===== config.mk =====
export PLATFORM = sky130hd
export DESIGN_NAME = tmcr_push
export DESIGN_NICKNAME = d
export VERILOG_FILES = /design/src/hw/rtl/tmcr_pkg.sv /design/src/hw/rtl/tmcr_push.sv
export SDC_FILE = /design/constraint.sdc
export NUM_CORES = 1
export LEC_CHECK = 0
export BUFFER_PORTS_ARGS = -buffer_cell sky130_fd_sc_hd__clkbuf_2
export CORE_MARGIN = 1.5
export CORE_UTILIZATION = 35
export CTS_CLUSTER_SIZE = 10
export DETAILED_ROUTE_END_ITERATION = 16
export GPL_ROUTABILITY_DRIVEN = 0
export HOLD_SLACK_MARGIN = 0.15
export PLACE_DENSITY = 0.49
export SYNTH_ARGS = -nofsm -noshare
export SYNTH_HDL_FRONTEND = slang
export SYNTH_SLANG_ARGS = --single-unit

===== constraint.sdc =====
create_clock -name clk_i -period 9.5 [get_ports clk_i]
set_input_delay 0.475 -clock clk_i [delete_from_list [all_inputs] [get_ports clk_i]]
set_output_delay 0.475 -clock clk_i [all_outputs]
set_load 0.01 [all_outputs]

===== src/hw/rtl/tmcr_pkg.sv =====
package tmcr_pkg;

  // Geometry in 1/256 pixel units.
  localparam int Sub         = 256;
  localparam int TilePixels  = 32;
  localparam int BoxPixels   = 60;
  localparam int BoxHalf     = 30;
  localparam int MaxCols     = 64;
  localparam int MaxRows     = 64;

  localparam int TileSpan    = TilePixels * Sub;
  localparam int TileShift   = $clog2(TileSpan);
  localparam int TileHalf    = TilePixels * (Sub / 2);
  localparam int BoxFull     = BoxPixels * Sub;
  localparam int BoxHalfSub  = BoxHalf * Sub;
  localparam int MinDist     = BoxHalfSub + TileHalf;
  localparam int CenterOfs   = BoxHalfSub - TileHalf;

  localparam int ColW        = $clog2(MaxCols);
  localparam int RowW        = $clog2(MaxRows);
  localparam int MapDepth    = MaxCols * MaxRows;
  localparam int MapAddrW    = ColW + RowW;

  localparam int PosW        = 24;
  localparam int CornerW     = PosW + 1;
  localparam int IdxW        = CornerW - TileShift;
  localparam int WorkW       = 28;
  localparam int CfgW        = 7;

  typedef enum logic {
    REQ_WRITE   = 1'b0,
    REQ_RESOLVE = 1'b1
  } req_e;

  typedef enum logic {
    REG_MAP_COLS = 1'b0,
    REG_MAP_ROWS = 1'b1
  } reg_idx_e;

  typedef enum logic [2:0] {
    ST_CLEAR,
    ST_IDLE,
    ST_READ,
    ST_CAPT,
    ST_DIST,
    ST_MOVE,
    ST_DONE
  } state_e;

  typedef struct packed {
    logic            load;
    logic            calc;
    logic            move;
    logic [ColW-1:0] col;
    logic [RowW-1:0] row;
  } push_ctrl_t;

  // Tile index of a box edge, or of the far edge when far is set.
  // The arithmetic shift gives the floor division by the tile span.
  function automatic logic signed [IdxW-1:0] corner_idx(input logic signed [PosW-1:0] pos,
                                                        input logic far);
    logic signed [CornerW-1:0] edge_pos;
    edge_pos = CornerW'(pos) + (far ? CornerW'(BoxFull) : CornerW'(0));
    return edge_pos[CornerW-1:TileShift];
  endfunction

endpackage


===== src/hw/rtl/tmcr_push.sv =====
module tmcr_push (
  input  logic                              clk_i,
  input  tmcr_pkg::push_ctrl_t              ctrl_i,
  input  logic signed [tmcr_pkg::PosW-1:0]  pos_x_i,
  input  logic signed [tmcr_pkg::PosW-1:0]  pos_y_i,
  output logic signed [tmcr_pkg::PosW-1:0]  new_x_o,
  output logic signed [tmcr_pkg::PosW-1:0]  new_y_o
);
  import tmcr_pkg::*;

  localparam logic signed [WorkW-1:0] PosMax = WorkW'((1 << (PosW - 1)) - 1);
  localparam logic signed [WorkW-1:0] PosMin = -WorkW'(1 << (PosW - 1));
  localparam logic signed [WorkW-1:0] MinD   = WorkW'(MinDist);
  localparam logic signed [WorkW-1:0] Ofs    = WorkW'(CenterOfs);

  logic signed [WorkW-1:0] wx_q, wx_d, wy_q, wy_d;
  logic signed [WorkW-1:0] dx_q, dx_d, dy_q, dy_d;
  logic signed [WorkW-1:0] base_x, base_y, xd, yd;

  // Distance from the box center to the tile center on each axis.
  always_comb begin
    base_x = signed'(WorkW'({ctrl_i.col, {TileShift{1'b0}}}));
    base_y = signed'(WorkW'({ctrl_i.row, {TileShift{1'b0}}}));
    dx_d   = wx_q + Ofs - base_x;
    dy_d   = wy_q + Ofs - base_y;
  end

  // Overlap on each axis, then the push along the smaller one.
  always_comb begin
    xd   = dx_q[WorkW-1] ? MinD + dx_q : MinD - dx_q;
    yd   = dy_q[WorkW-1] ? MinD + dy_q : MinD - dy_q;
    wx_d = wx_q;
    wy_d = wy_q;
    if (ctrl_i.load) begin
      wx_d = WorkW'(pos_x_i);
      wy_d = WorkW'(pos_y_i);
    end else if (ctrl_i.move && xd > 0 && yd > 0) begin
      if (xd < yd) begin
        wx_d = dx_q[WorkW-1] ? wx_q - xd : wx_q + xd;
      end else begin
        wy_d = dy_q[WorkW-1] ? wy_q - yd : wy_q + yd;
      end
    end
  end

  always_ff @(posedge clk_i) begin
    wx_q <= wx_d;
    wy_q <= wy_d;
    if (ctrl_i.calc) begin
      dx_q <= dx_d;
      dy_q <= dy_d;
    end
  end

  always_comb begin
    if (wx_q > PosMax) begin
      new_x_o = PosMax[PosW-1:0];
    end else if (wx_q < PosMin) begin
      new_x_o = PosMin[PosW-1:0];
    end else begin
      new_x_o = wx_q[PosW-1:0];
    end
    if (wy_q > PosMax) begin
      new_y_o = PosMax[PosW-1:0];
    end else if (wy_q < PosMin) begin
      new_y_o = PosMin[PosW-1:0];
    end else begin
      new_y_o = wy_q[PosW-1:0];
    end
  end

endmodule

==> results.toml, run 1 <==
[critical_path]
critPathLaunchType = "flop"
reg2reg_from = "dy_q[27]$_DFFE_PP_"
setup.worst_path.end_class = "flop"
crit_arrival_ns = 6.25
crit_type = "reg -> reg"
critPathLaunch = "dy_q[27]$_DFFE_PP_"
required_ns = 9.73
path_max_fanout = 40

[floorplanning]
io_pins = 112
die_w_um = 203
initial_core_util_pct = 35.4
die_h_um = 203
core_area_um2 = 39600
fp-row-count = 73
dieArea_um2 = 41300

[clock_network]
cts_buffer_depth = 2
htreeDepth = 3
post-cts-setup-buffer-count = 0
tritoncts = "yes"
cts_sinks = 112
cts_made_buffers = 9
path_clk_slew_ns = 0.08
clockRootBuffer = "clkbuf_16"
ctsHoldBuffers = 0
cts_resized = 0
clk_latency_ns = 0.37

[finish]
finalNetCount = 1990
diodes = 0
fillers = 4195
synthToLayoutAreaGrowth_pct = 9.49
postLayoutCellArea_um2 = 15400
drive_gt1_share_pct = 9.91

[synthesis]
synth_top_flop_cell = "edfxtp_1"
yosysMostFrequentCell = "ha_1"
yosys_warnings = 0
synth_top_area_share_pct = 24.0
post_synth.cell_area_avg_um2 = 8.35
seq_area_frac_synth_pct = 24.0
synth_common_cells = "ha_1, nor2_1, xnor2_1, a21oi_1, nand2_1"
syn_inst = 1681
netlist_area_um2 = 14000
syn_nets = 1919
ys_top_cells_by_area = "edfxtp_1, ha_1, xnor2_1"
yosysTopAreaCell = "edfxtp_1"
ys_seq_elements = 112
ys_async_sr_fraction_pct = 0
synth_cell_types = 90
synth_edf_count = 112

[detailed_routing]
avgViaCountPerCell = 5.45
drt_iter0_drc = 854
drc_errors = 0
firstDrtPassIters = 5
routed_wl_um = 40300
dr_total_vias = 12422
wl_per_cell_um = 17.7
ant_nets = 0

[sta]
fin_ws_ns = 3.48
clock_skew_ns = 0.00727
holdWs_ns = 0.385
tns_ns = 0
rsz0062_at_grt = "false"
max_slew_margin_pct = 27.3
worst_pin_slew_ns = 1.09
min_period_over_period_pct = 63.3
finalSetupViolations = 0
hold_violations = 0
clock.fmax_mhz = 166
drv_slew = 0
min_period_ns = 6.02

[run]
max-cap-violations = 0

[grt]
grt_pass1_vias = 11568
overflow = 0
antenna_found_initial = 0
grt.total_usage_pct = 19.3
grt_pass1_wl_um = 63100
grt_max_degree = 57

[status]
status = "finished clean"

[placement]
dp_hpwl_um = 32400
placed_cell_area_um2 = 15100
pre_cts_slack_ns = 3.59
portBuffers = 111

[worst_hold_path]
hold_class = "in -> reg"
min_from = "pos_y_i[2]"
final timing paths:
check / end / slack [ns] / cells past startpoint
min: wy_q[2]$_DFFE_PP_ / 0.38 / 3
max reg2reg: wy_q[27]$_DFFE_PP_ / 3.48 / 20
max: wy_q[27]$_DFFE_PP_ / 3.48 / 20
min reg2reg: dx_q[0]$_DFFE_PP_ / 0.75 / 0
cells by family (layout without fill, tap and decap cells):
kind of cell             Yosys count  in the layout  synth area share (%)
AO/OA/AOI/OAI                    500            500                  24.0
XOR/XNOR                         187            187                  11.7
adder cells (fa/ha/maj)          174            174                  15.6
buffers and inverters            169            244                  4.56
flip-flops                       112            112                  24.0
multiplexers                      12             12                 0.954
AND/OR/NAND/NOR                  527            527                  19.2
layout by cell type (no fill, tap or decap), types with 47 or more instances in the layout:
master / netlist / routed
a21o_1: 91 / 91
a21oi_1: 117 / 115
clkbuf_2: 0 / 110
edfxtp_1: 112 / 112
ha_1: 172 / 172
inv_1: 109 / 109
nand2_1: 116 / 116
nor2_1: 140 / 140
nor3_1: 47 / 47
o21ai_0: 102 / 102
xnor2_1: 120 / 118
xor2_1: 66 / 66
area by class of cell:
class	count	area, um^2	area share (%)
Multi-Input combinational cell	1400	10100	65.5
Sequential cell	112	3360	21.9
Tap cell	525	657	4.28
Timing Repair Buffer	117	603	3.93
Inverter	112	420	2.74
Clock buffer	10	229	1.49
Clock inverter	5	25.0	0.163
per-stage QoR:
stage	util, %	cells
after floorplan	-	1681
after global placement	38.1	2266
after detailed placement	38.1	2266
after CTS	38.8	2281
after global routing	38.8	2281
final	38.8	2281
critical path: stages, from the launching register on:
cell      delay [ns]
edfxtp_1        0.95
buf_4           0.50
nor2_1          0.09
a221oi_2        0.39
and3_1          0.36
nand4_1         0.24
and4bb_1        0.43
and3_1          0.20
nor2_1          0.05
xor2_1          0.16
ha_1            0.35
and3_1          0.23
nand3_1         0.11
o21bai_1        0.12
a311oi_1        0.12
a211oi_1        0.28
o41a_1          0.27
o21ai_0         0.16
o41a_1          0.35
or4_1           0.40
nand3_1         0.09
state kept, by name, summed over array words and instances, names as in the netlist:
register  cells
dy_q         28
wy_q         28
dx_q         28
wx_q         28
per-layer routing:
metal	GRT usage (%)	share of wire, %	vias up
met1	26.8	48	5841
met5	0	0	-
li1	-	-	6322
met3	2.41	3.7	26
met2	32.3	47	233
met4	3.39	0.99	0
Power of run 1 is left out: the tool's default activity adds up to more than one toggle a clock period on the data nets, which glitch-free logic cannot reach.
==> run 2, diff against run 1 <==
==> constraint.sdc (replaced) <==
create_clock -name clk_i -period 5.6 [get_ports clk_i]
set_input_delay 0.28 -clock clk_i [delete_from_list [all_inputs] [get_ports clk_i]]
set_output_delay 0.28 -clock clk_i [all_outputs]
set_load 0.01 [all_outputs]
==> run 2 against run 1 <==
Net effect: register-to-register slack worse by 3.2 ns; clock skew up 0.0034 ns; routed wire length grew 1.7%; critical path depth fell by 3; sequential cell count did not move; highest routed layer unchanged.
==> results.toml, run 2 (synthesis results as in run 1) <==
[grt]
overflow = 0
grt_pass1_vias = 11936
grt_max_degree = 57
met1_usage_pct = 28.5
busiest_layer = "met2"
met3_usage_pct = 1.77
grt.total_usage_pct = 19.9
grt.met2_usage_pct = 32.0
antenna_found_initial = 1
grt_pass1_wl_um = 64800

[floorplanning]
initial_core_util_pct = 35.4
core_area_um2 = 39600
die_w_um = 203
io_pins = 112
die_h_um = 203
dieArea_um2 = 41300
fp-row-count = 73

[sta]
worst_pin_slew_ns = 1.05
hold_violations = 0
min_period_ns = 5.37
clock_skew_ns = 0.0107
tns_ns = 0
rsz0062_at_grt = "true"
clock.fmax_mhz = 186
fin_ws_ns = 0.233
min_period_over_period_pct = 95.8
drv_slew = 0
max_slew_margin_pct = 30.2
finalSetupViolations = 0

[critical_path]
critPathLaunchType = "flop"
required_ns = 5.85
setup.worst_path.end_class = "flop"
crit_type = "reg -> reg"
crit_arrival_ns = 5.62
path_max_fanout = 8

[detailed_routing]
routed_wl_um = 41000
dr_total_vias = 12568
firstDrtPassIters = 5
avgViaCountPerCell = 5.44
drt_iter0_drc = 777
ant_nets = 0
wl_per_cell_um = 17.7
drc_errors = 0

[clock_network]
clk_latency_ns = 0.39
cts_buffer_depth = 2
cts_sinks = 112
clockRootBuffer = "clkbuf_16"
cts_made_buffers = 9
tritoncts = "yes"
path_clk_slew_ns = 0.08
htreeDepth = 3
ctsHoldBuffers = 0

[finish]
multi_input_area_um2 = 10100
finalNetCount = 2020
final_cell_mix = "ha_1, nor2_1, xnor2_1"
diodes = 0
final_common_cell = "ha_1"
drive_gt1_share_pct = 11.9
fillers = 4144
register_area_um2 = 3360
synthToLayoutAreaGrowth_pct = 11.9

[worst_hold_path]
hold_class = "in -> reg"

[status]
status = "finished clean"

[run]
max-cap-violations = 0

[placement]
pre_cts_slack_ns = 0.222
portBuffers = 111
dp_hpwl_um = 32700
==> run 2: cell count changes in the layout (fill, tap and decap cells not counted), moves of 2 or more <==
cell | before | now
ha_1 | 172 | 170
o41ai_4 | 1 | 3
o41ai_2 | 3 | 1
ha_2 | 0 | 2
buf_12 | 0 | 2
clkinv_1 | 4 | 2
buf_4 | 7 | 35
==> run 2: what timing repair did <==
action	CTS	global route
endpoints found under the hold margin	0	0
setup endpoints to repair	0	6
buffers inserted	0	5
gates resized for setup	0	8
==> run 2: worst paths after layout <==
kind                startpoint                 end  slack [ns]  cells past startpoint
max          dy_q[6]$_DFFE_PP_  wy_q[27]$_DFFE_PP_        0.23                     17
min                 pos_x_i[4]   wx_q[4]$_DFFE_PP_        0.17                      3
max reg2reg  dy_q[6]$_DFFE_PP_  wy_q[27]$_DFFE_PP_        0.23                     17
min reg2reg  wx_q[0]$_DFFE_PP_   dx_q[0]$_DFFE_PP_        0.69                      0
==> run 2: critical path, stage by stage, from the launching register on <==
cell      delay [ns]
edfxtp_1        0.54
nor4_1          0.68
nand4_1         0.37
a211o_1         0.35
a22oi_1         0.17
xor2_1          0.39
and4bb_4        0.37
a21oi_1         0.09
xor2_1          0.16
ha_1            0.34
nand3_1         0.19
a311oi_1        0.07
a211oi_1        0.27
o41a_1          0.25
o21ai_0         0.13
o41a_1          0.34
or4_1           0.41
nand3_1         0.09
==> run 2: per-stage QoR <==
step | cells | utilization [%] | hold WS, ns | area [um^2]
floorplan | 1681 | - | 0.392 | 14100
global placement | 2291 | 38.7 | 0.557 | 15300
detailed placement | 2291 | 38.7 | 0.567 | 15300
CTS | 2306 | 39.4 | 0.153 | 15600
global route | 2311 | 39.6 | 0.166 | 15700
finish | 2311 | 39.6 | 0.170 | 15700
==> run 2: layer usage <==
metal / wire (um) / share of wire [%] / vias to the layer above
li1: - / - / 6377
met1: 20300 / 49 / 5952
met2: 19000 / 46 / 207
met3: 1140 / 2.8 / 32
met4: 590 / 1.4 / 0
met5: 0 / 0 / -
==> run 2: area by class of cell <==
class                           count  share of cell area [%]
Multi-Input combinational cell   1400                    64.5
Sequential cell                   112                    21.4
Timing Repair Buffer              147                    5.43
Tap cell                          525                    4.18
Inverter                          112                    2.68
Clock buffer                       10                    1.46
Clock inverter                      5                   0.375
Power of run 2 is left out for the same reason.
